$ cat src/sv/cbc_pkg.sv
// Shared types, codes and bank mask tables for the cartridge bank controller.
`default_nettype none

package cbc_pkg;

    // Field widths of one bus access and one translated result
    localparam int unsigned ADDR_W      = 16;
    localparam int unsigned DATA_W      = 8;
    localparam int unsigned OFFSET_W    = 19;
    localparam int unsigned ROM_BANK_W  = 5;
    localparam int unsigned RAM_BANK_W  = 2;
    localparam int unsigned ROM_LOG_W   = 4;
    localparam int unsigned RAM_CNT_W   = 5;
    localparam int unsigned CFG_IDX_W   = 1;
    localparam int unsigned CFG_DATA_W  = 5;

    // Configuration register indexes
    localparam logic [CFG_IDX_W-1:0] CFG_ROM_BANK_COUNT_LOG2 = 1'b0;
    localparam logic [CFG_IDX_W-1:0] CFG_RAM_BANK_COUNT      = 1'b1;

    // Reset values of configuration and bank state
    localparam logic [ROM_LOG_W-1:0]  ROM_LOG_RESET  = 4'd1;
    localparam logic [RAM_CNT_W-1:0]  RAM_CNT_RESET  = 5'd0;
    localparam logic [ROM_BANK_W-1:0] ROM_BANK_RESET = 5'd1;
    localparam logic [RAM_BANK_W-1:0] RAM_BANK_RESET = 2'd0;

    // RAM enable pattern written to the low register window
    localparam logic [DATA_W-1:0] RAM_ENABLE_KEY = 8'h0A;

    // Address windows, decoded from the top address bits
    localparam logic [1:0] WIN_ROM_FIXED   = 2'b00;  // 0x0000-0x3FFF
    localparam logic [1:0] WIN_ROM_BANKED  = 2'b01;  // 0x4000-0x7FFF
    localparam logic [2:0] WIN_CART_RAM    = 3'b101; // 0xA000-0xBFFF
    localparam logic [1:0] REG_RAM_ENABLE  = 2'b00;  // 0x0000-0x1FFF
    localparam logic [1:0] REG_ROM_BANK    = 2'b01;  // 0x2000-0x3FFF
    localparam logic [1:0] REG_RAM_BANK    = 2'b10;  // 0x4000-0x5FFF

    // Where an access lands
    typedef enum logic [1:0] {
        TGT_ROM     = 2'd0,
        TGT_RAM     = 2'd1,
        TGT_REFUSED = 2'd2,
        TGT_OTHER   = 2'd3
    } t_target;

    typedef struct packed {
        logic              action;
        logic [ADDR_W-1:0] address;
        logic [DATA_W-1:0] write_data;
    } t_access;

    typedef struct packed {
        logic [ROM_BANK_W-1:0] rom_bank;
        logic [RAM_BANK_W-1:0] ram_bank;
        logic                  ram_enabled;
    } t_bank_state;

    typedef struct packed {
        logic [ROM_LOG_W-1:0] rom_bank_count_log2;
        logic [RAM_CNT_W-1:0] ram_bank_count;
    } t_bank_cfg;

    typedef struct packed {
        t_target             target;
        logic [OFFSET_W-1:0] physical_offset;
        logic                bank_changed;
    } t_result;

    // ROM bank mask: bank count minus one, capped at the five register bits
    function automatic logic [ROM_BANK_W-1:0] rom_mask(input logic [ROM_LOG_W-1:0] lg);
        logic [ROM_BANK_W-1:0] m;
        case (lg)
            4'd0:    m = 5'h00;
            4'd1:    m = 5'h01;
            4'd2:    m = 5'h03;
            4'd3:    m = 5'h07;
            4'd4:    m = 5'h0F;
            default: m = 5'h1F;
        endcase
        return m;
    endfunction

    // RAM bank mask: low two bits of bank count minus one, zero with no RAM fitted
    function automatic logic [RAM_BANK_W-1:0] ram_mask(input logic [RAM_CNT_W-1:0] n);
        logic [RAM_CNT_W-1:0] nm1;
        nm1 = n - 5'd1;
        return (n == '0) ? '0 : nm1[RAM_BANK_W-1:0];
    endfunction

endpackage

`default_nettype wire

$ cat src/sv/cartridge_bank_controller_core.sv
// Top level of the cartridge bank controller: input stage, bank state, result stage.
//
//  channel  | handshake                    | payload
//  ---------+------------------------------+-------------------------------------------
//  access   | i_valid / o_ready            | i_action, i_address, i_write_data
//  result   | o_valid / i_ready            | o_target, o_physical_offset, o_bank_changed
//  config   | i_cfg_valid / o_cfg_ready    | i_cfg_index, i_cfg_data
//
// One access per cycle sustained while i_ready stays high.
// The access is captured in an input register, decoded against the bank state by
// the decoder, and the result and the new bank state are loaded in the same edge.
// A stalled result holds the result register; the input register then fills and
// o_ready drops until the result is taken.
// Synchronous active-low reset: rom bank 1, ram bank 0, RAM enabled, log2 count 1.
`default_nettype none

module cartridge_bank_controller_core
    import cbc_pkg::*;
(
    input  wire                    i_clk,
    input  wire                    i_rst_n,
    // access channel
    input  wire                    i_valid,
    output logic                   o_ready,
    input  wire                    i_action,
    input  wire [ADDR_W-1:0]       i_address,
    input  wire [DATA_W-1:0]       i_write_data,
    // result channel
    output logic                   o_valid,
    input  wire                    i_ready,
    output logic [1:0]             o_target,
    output logic [OFFSET_W-1:0]    o_physical_offset,
    output logic                   o_bank_changed,
    // configuration channel
    input  wire                    i_cfg_valid,
    output logic                   o_cfg_ready,
    input  wire [CFG_IDX_W-1:0]    i_cfg_index,
    input  wire [CFG_DATA_W-1:0]   i_cfg_data
);

    logic        r_in_valid;
    t_access     r_in;
    logic        r_out_valid;
    t_result     r_out;
    t_bank_state r_state;
    t_bank_cfg   r_cfg;

    t_result     n_out;
    t_bank_state n_state;
    logic        advance;

    // Move an item from the input register to the result register
    assign advance = r_in_valid && (!r_out_valid || i_ready);
    assign o_ready = !r_in_valid || advance;

    // Capture each access transfer
    always_ff @(posedge i_clk) begin
        if (!i_rst_n) begin
            r_in_valid <= 1'b0;
        end else if (o_ready) begin
            r_in_valid <= i_valid;
        end
        if (o_ready && i_valid) begin
            r_in <= '{action: i_action, address: i_address, write_data: i_write_data};
        end
    end

    cbc_decode u_decode (
        .i_access     (r_in),
        .i_cfg        (r_cfg),
        .i_state      (r_state),
        .o_result     (n_out),
        .o_next_state (n_state)
    );

    // Load result and commit bank state together
    always_ff @(posedge i_clk) begin
        if (!i_rst_n) begin
            r_out_valid <= 1'b0;
            r_state     <= '{rom_bank: ROM_BANK_RESET, ram_bank: RAM_BANK_RESET,
                             ram_enabled: 1'b1};
        end else begin
            if (advance) begin
                r_out_valid <= 1'b1;
                r_state     <= n_state;
            end else if (i_ready) begin
                r_out_valid <= 1'b0;
            end
        end
        if (advance) begin
            r_out <= n_out;
        end
    end

    // Configuration registers; always ready
    assign o_cfg_ready = 1'b1;

    always_ff @(posedge i_clk) begin
        if (!i_rst_n) begin
            r_cfg <= '{rom_bank_count_log2: ROM_LOG_RESET, ram_bank_count: RAM_CNT_RESET};
        end else if (i_cfg_valid) begin
            case (i_cfg_index)
                CFG_ROM_BANK_COUNT_LOG2: r_cfg.rom_bank_count_log2 <= i_cfg_data[ROM_LOG_W-1:0];
                CFG_RAM_BANK_COUNT:      r_cfg.ram_bank_count      <= i_cfg_data;
                default: begin
                end
            endcase
        end
    end

    // Drive result ports
    assign o_valid           = r_out_valid;
    assign o_target          = r_out.target;
    assign o_physical_offset = r_out.physical_offset;
    assign o_bank_changed    = r_out.bank_changed;

`ifndef SYNTHESIS
    // The ROM bank register never holds bank zero
    a_rom_bank_nonzero: assert property (@(posedge i_clk) disable iff (!i_rst_n)
        r_state.rom_bank != '0)
        else $error("rom bank register holds zero");

    // Refused and unmapped results carry no offset
    a_offset_zero: assert property (@(posedge i_clk) disable iff (!i_rst_n)
        (o_valid && (o_target == TGT_REFUSED || o_target == TGT_OTHER))
        |-> o_physical_offset == '0)
        else $error("offset set on refused or unmapped result");

    // A bank change only comes from a register write
    a_change_is_reg_write: assert property (@(posedge i_clk) disable iff (!i_rst_n)
        (o_valid && o_bank_changed) |-> o_target == TGT_OTHER)
        else $error("bank change flagged on data access");

    // RAM offsets stay inside four 8 KiB banks
    a_ram_offset_range: assert property (@(posedge i_clk) disable iff (!i_rst_n)
        (o_valid && o_target == TGT_RAM) |-> o_physical_offset[OFFSET_W-1:15] == '0)
        else $error("RAM offset out of range");

    // Bank state changes only when an item moves to the result register
    a_state_on_advance: assert property (@(posedge i_clk) disable iff (!i_rst_n)
        !advance |=> $stable(r_state))
        else $error("bank state changed without a transfer");
`endif

endmodule

`default_nettype wire

$ cat src/sv/cbc_decode.sv
// Access decoder: translates one bus access and works out the next bank state.
`default_nettype none

module cbc_decode
    import cbc_pkg::*;
(
    input  t_access     i_access,
    input  t_bank_cfg   i_cfg,
    input  t_bank_state i_state,
    output t_result     o_result,
    output t_bank_state o_next_state
);

    logic [ROM_BANK_W-1:0] rom_nb;
    logic [RAM_BANK_W-1:0] ram_nb;
    logic [ADDR_W-1:0]     addr;
    logic [DATA_W-1:0]     data;

    assign addr = i_access.address;
    assign data = i_access.write_data;

    // Candidate bank values for register writes
    always_comb begin
        rom_nb = data[ROM_BANK_W-1:0] & rom_mask(i_cfg.rom_bank_count_log2);
        if (rom_nb == '0) begin
            rom_nb = ROM_BANK_RESET;
        end
        ram_nb = data[RAM_BANK_W-1:0] & ram_mask(i_cfg.ram_bank_count);
    end

    // Decode the access window and update the bank registers
    always_comb begin
        o_result.target          = TGT_OTHER;
        o_result.physical_offset = '0;
        o_result.bank_changed    = 1'b0;
        o_next_state             = i_state;

        if (!addr[15] && i_access.action) begin
            case (addr[14:13])
                REG_RAM_ENABLE: begin
                    o_next_state.ram_enabled = (data & RAM_ENABLE_KEY) == RAM_ENABLE_KEY;
                end
                REG_ROM_BANK: begin
                    o_result.bank_changed = rom_nb != i_state.rom_bank;
                    o_next_state.rom_bank = rom_nb;
                end
                REG_RAM_BANK: begin
                    o_result.bank_changed = ram_nb != i_state.ram_bank;
                    o_next_state.ram_bank = ram_nb;
                end
                default: begin
                    // banking mode window: accepted and ignored
                end
            endcase
        end else if (addr[15:14] == WIN_ROM_FIXED) begin
            o_result.target          = TGT_ROM;
            o_result.physical_offset = OFFSET_W'(addr);
        end else if (addr[15:14] == WIN_ROM_BANKED) begin
            if (i_cfg.rom_bank_count_log2 != '0) begin
                o_result.target          = TGT_ROM;
                o_result.physical_offset = {i_state.rom_bank, addr[13:0]};
            end
        end else if (addr[15:13] == WIN_CART_RAM) begin
            if (i_cfg.ram_bank_count != '0) begin
                if (i_state.ram_enabled) begin
                    o_result.target          = TGT_RAM;
                    o_result.physical_offset =
                        OFFSET_W'({i_state.ram_bank, addr[12:0]});
                end else begin
                    o_result.target = TGT_REFUSED;
                end
            end
        end
    end

endmodule

`default_nettype wire

$ cat config.mk
export PLATFORM = sky130hd
export DESIGN_NAME = cartridge_bank_controller_core
export DESIGN_NICKNAME = d
export VERILOG_FILES = /design/src/sv/cbc_pkg.sv /design/src/sv/cartridge_bank_controller_core.sv /design/src/sv/cbc_decode.sv
export SDC_FILE = /design/constraint.sdc
export NUM_CORES = 1
export LEC_CHECK = 0
export ABC_AREA = 1
export BUFFER_PORTS_ARGS = -buffer_cell sky130_fd_sc_hd__buf_2
export CAP_MARGIN = 20
export CORE_ASPECT_RATIO = 2
export CORE_MARGIN = 10
export CORE_UTILIZATION = 55
export CTS_CLUSTER_SIZE = 40
export DETAILED_ROUTE_END_ITERATION = 12
export GPL_TIMING_DRIVEN = 0
export PLACE_DENSITY = 0.86
export SYNTH_ARGS = -nofsm -noshare
export SYNTH_HDL_FRONTEND = slang
export SYNTH_SLANG_ARGS = --single-unit
$ cat constraint.sdc
create_clock -name i_clk -period 2.7 [get_ports i_clk]
set_input_delay 0.27 -clock i_clk [delete_from_list [all_inputs] [get_ports i_clk]]
set_output_delay 0.27 -clock i_clk [all_outputs]
set_load 0.01 [all_outputs]
==> results_dict.tcl <==
set metrics [dict create \
    finClkSkew_ps 6.99 \
    floorplan.core_area_um2 4550 \
    antenna_found_initial 0 \
    detail_route.wl_per_cell_um 14.4 \
    power.switching_fraction_pct 23.0 \
    io_buffer_count 56 \
    hold-worst-slack_ps 103 \
    clockBufferDepth 2 \
    dominant_combinational_cell_family_by_area_after_synthesis "simple AND/OR/NAND/NOR gates" \
    synth.net_count 284 \
    drive_above_1_share_pct 24.8 \
    post_cts_hold_buffer_count 0 \
    comb_power_share_pct 9.4 \
    chipHeight_um 116 \
    globalRoute.totalOverflow 0 \
    leakagePower_nw 1.38 \
    boundaryPins 61 \
    insertedDiodeCount 0 \
    switching_power_uw 469 \
    post_synth_xor_area_fraction_pct 0.687 \
    nNetsFinal 351 \
    syn_avg_cell_area_um2 10.4 \
    final_max_slew_viol_count 0 \
    num_vias 1869 \
    synth-edff-count 44 \
    hpwl_um 4120 \
    highest-signal-layer "met4" \
    route.antenna.remaining_nets 0 \
    post_synth_instance_area_um2 2550 \
    grt_first_pass_wirelength_um 8290 \
    yosysSeqAreaShare_pct 66.8 \
    yosys-top-cells-area "sky130_fd_sc_hd__edfxtp_1, sky130_fd_sc_hd__dfxtp_1, sky130_fd_sc_hd__inv_1" \
    synth_common_cells "sky130_fd_sc_hd__edfxtp_1, sky130_fd_sc_hd__inv_1, sky130_fd_sc_hd__nand2_1" \
    register_area_um2 1700 \
    die_area_um2 7920 \
    length_of_routed_wiring_on_met1_um 1770 \
    final_hold_viol_count 0 \
    period_share_pct 70.7 \
    setup.worst_path.class "reg2reg" \
    setup_tns_ps 0 \
    instances_no_fill 370 \
    cts_buffers 9 \
    internal-power_mw 1.57 \
    chipWidth_um 68.1 \
    post_synth_and_or_nand_nor_area_fraction_pct 14.8 \
    multi_input_comb_area_um2 663 \
    max_freq_mhz 524 \
    drt-vias-per-instance 5.05 \
    synth-async-reset-ratio_pct 0 \
    cts_tree "built" \
    area_delta_synth_final_pct 20.7 \
    timing.max_slew.rel_slack_pct 38.6 \
    crit_path_max_fanout 25 \
    power.clock.fraction_pct 36.3 \
    grt_max_degree 26 \
    clock_transition_at_the_registers_of_the_reported_paths_ps 60 \
    power.share.sequential_pct 54.4 \
    synth_top_flop_cell "sky130_fd_sc_hd__edfxtp_1" \
    max-cap-violations 0 \
    ir_worst_vdd_uv 502 \
    dp.cells 355 \
    cts_setup_buffers 0 \
    synth_area_in_compound_gates_pct 8.39 \
    detail_route.iter0.violations 73 \
    globalplace.congestion 0.812 \
    clock_sinks 63 \
    postSynthCellCount 244 \
    critical_path.endpoint_type "flop" \
    start_util_pct 56.0 \
    fillerInstances 396 \
    drt_pass1_iterations 5 \
    ys_warn_count 0 \
    yosysMostFrequentCell "sky130_fd_sc_hd__edfxtp_1" \
    grt_pass1_vias 1890 \
    adder_cell_share_of_the_synthesized_area_pct 1.96 \
    wirelength_um 5320 \
    worst-endpoint-required_ps 2960 \
    power_density_nw_per_um2 664 \
    synth.largest_area_cell "sky130_fd_sc_hd__edfxtp_1" \
    max_slew.worst_pin.slew_ps 920 \
    synth_seq_cells 63 \
    routed-wl-met2_um 2960 \
    worst_ep_arrival_time_ps 2170 \
    rows 35 \
    synth_cell_types 26 \
    outcome "finished clean" \
    root_buffer "sky130_fd_sc_hd__clkbuf_8" \
    cts_resized 0 \
    final_number_of_setup_violating_endpoints 0 \
    clk-insertion-delay-late_ps 340 \
    synth_top_cell_area_share_pct 51.8 \
    gr-usage-all-layers_pct 14.2 \
    met3_length_um 440 \
    post-route-drc-count 0 \
    post_synth_mux_area_share_pct 0 \
    startpoint_type "flop" \
    final_core_utilization_pct 67.5 \
    rsz0062_at_grt "no" \
    post-route-min-period_ps 1910 \
    hold_path.class "in2reg" \
    number_of_levels_in_the_clock_h_tree 3 \
]
-- area by class of cell --
class                   instances  share of cell area, %
well taps                      55                   2.24
clock inverters                 5                   1.63
repair buffers                 56                   9.11
clock buffers                  10                   4.15
flip-flops and latches         63                   55.3
multi-input cells             135                   21.6
inverters                      43                   5.25
plain buffers                   3                  0.732
-- critical path, stage by stage, from the launching register on --
cell                      delay (ps)
sky130_fd_sc_hd__dfxtp_1         320
sky130_fd_sc_hd__nand2_1          80
sky130_fd_sc_hd__nand2_1          70
sky130_fd_sc_hd__inv_1           670
sky130_fd_sc_hd__nand3_1         240
sky130_fd_sc_hd__inv_2           210
sky130_fd_sc_hd__o21ai_0         100
sky130_fd_sc_hd__a21oi_1         140
-- per-stage QoR --
stage               worst slack [ps]  cell area, um2  total power, mW
CTS                              769            3080             2.06
floorplan                       1170            2550             1.25
global placement                 851            2900             1.31
finish                           791            3080             2.04
global route                     582            3080             2.12
detailed placement               777            2900             1.32
-- kinds of logic after synthesis --
logic type               count (synthesis)
AO/OA/AOI/OAI                           40
XOR/XNOR                                 2
adder cells (fa/ha/maj)                  4
buffers and inverters                   46
flip-flops                              63
other                                    1
AND/OR/NAND/NOR                         88
-- registers in the layout (all words and copies together), names as in the netlist --
name               cells
r_in                  22
r_in_valid             1
o_target               2
o_bank_changed         1
r_state                8
r_cfg                  9
o_valid                1
o_physical_offset     19
-- power by group through the flow --
stage / logic, mW / clock network, mW / registers [mW]
5_1_grt: 0.218 / 0.791 / 1.12
6_report: 0.191 / 0.741 / 1.11
3_3_place_gp: 0.183 / 0 / 1.13
2_1_floorplan: 0.110 / 0 / 1.14
3_5_place_dp: 0.192 / 0 / 1.13
4_1_cts: 0.195 / 0.751 / 1.11
-- routing by layer --
metal / vias to the layer above / GRT usage [%]
met3: 14 / 5.48
li1: 938 / -
met1: 845 / 12.1
met4: 0 / 8.10
met5: - / 0
met2: 72 / 26.2
-- final timing paths --
kind / start / cells after the start / to / slack (ps)
worst max-delay path: o_valid$_SDFFE_PN0P_ / 7 / r_state[6]$_SDFFE_PN0P_ / 790
worst min-delay path: i_address[9] / 1 / r_in[17]$_DFFE_PP_ / 100
worst max register to register: o_valid$_SDFFE_PN0P_ / 7 / r_state[6]$_SDFFE_PN0P_ / 790
worst min register to register: r_cfg[4]$_SDFFE_PN0P_ / 2 / r_cfg[4]$_SDFFE_PN0P_ / 480
-- layout by cell type, fill, tap and decap left out, types with 2 or more instances in the layout --
cell | synthesis | final
sky130_fd_sc_hd__a21oi_1 | 16 | 16
sky130_fd_sc_hd__buf_2 | 0 | 56
sky130_fd_sc_hd__clkbuf_1 | 1 | 2
sky130_fd_sc_hd__clkbuf_8 | 0 | 9
sky130_fd_sc_hd__clkinv_1 | 0 | 2
sky130_fd_sc_hd__dfxtp_1 | 19 | 19
sky130_fd_sc_hd__edfxtp_1 | 44 | 44
sky130_fd_sc_hd__ha_1 | 4 | 4
sky130_fd_sc_hd__inv_1 | 42 | 42
sky130_fd_sc_hd__nand2_1 | 32 | 32
sky130_fd_sc_hd__nand2_2 | 4 | 4
sky130_fd_sc_hd__nand3_1 | 15 | 15
sky130_fd_sc_hd__nor2_1 | 30 | 30
sky130_fd_sc_hd__nor3_1 | 4 | 4
sky130_fd_sc_hd__o21ai_0 | 17 | 17
sky130_fd_sc_hd__o21ai_1 | 2 | 2
sky130_fd_sc_hd__o31ai_1 | 2 | 2
(Power assumes the default switching activity.)
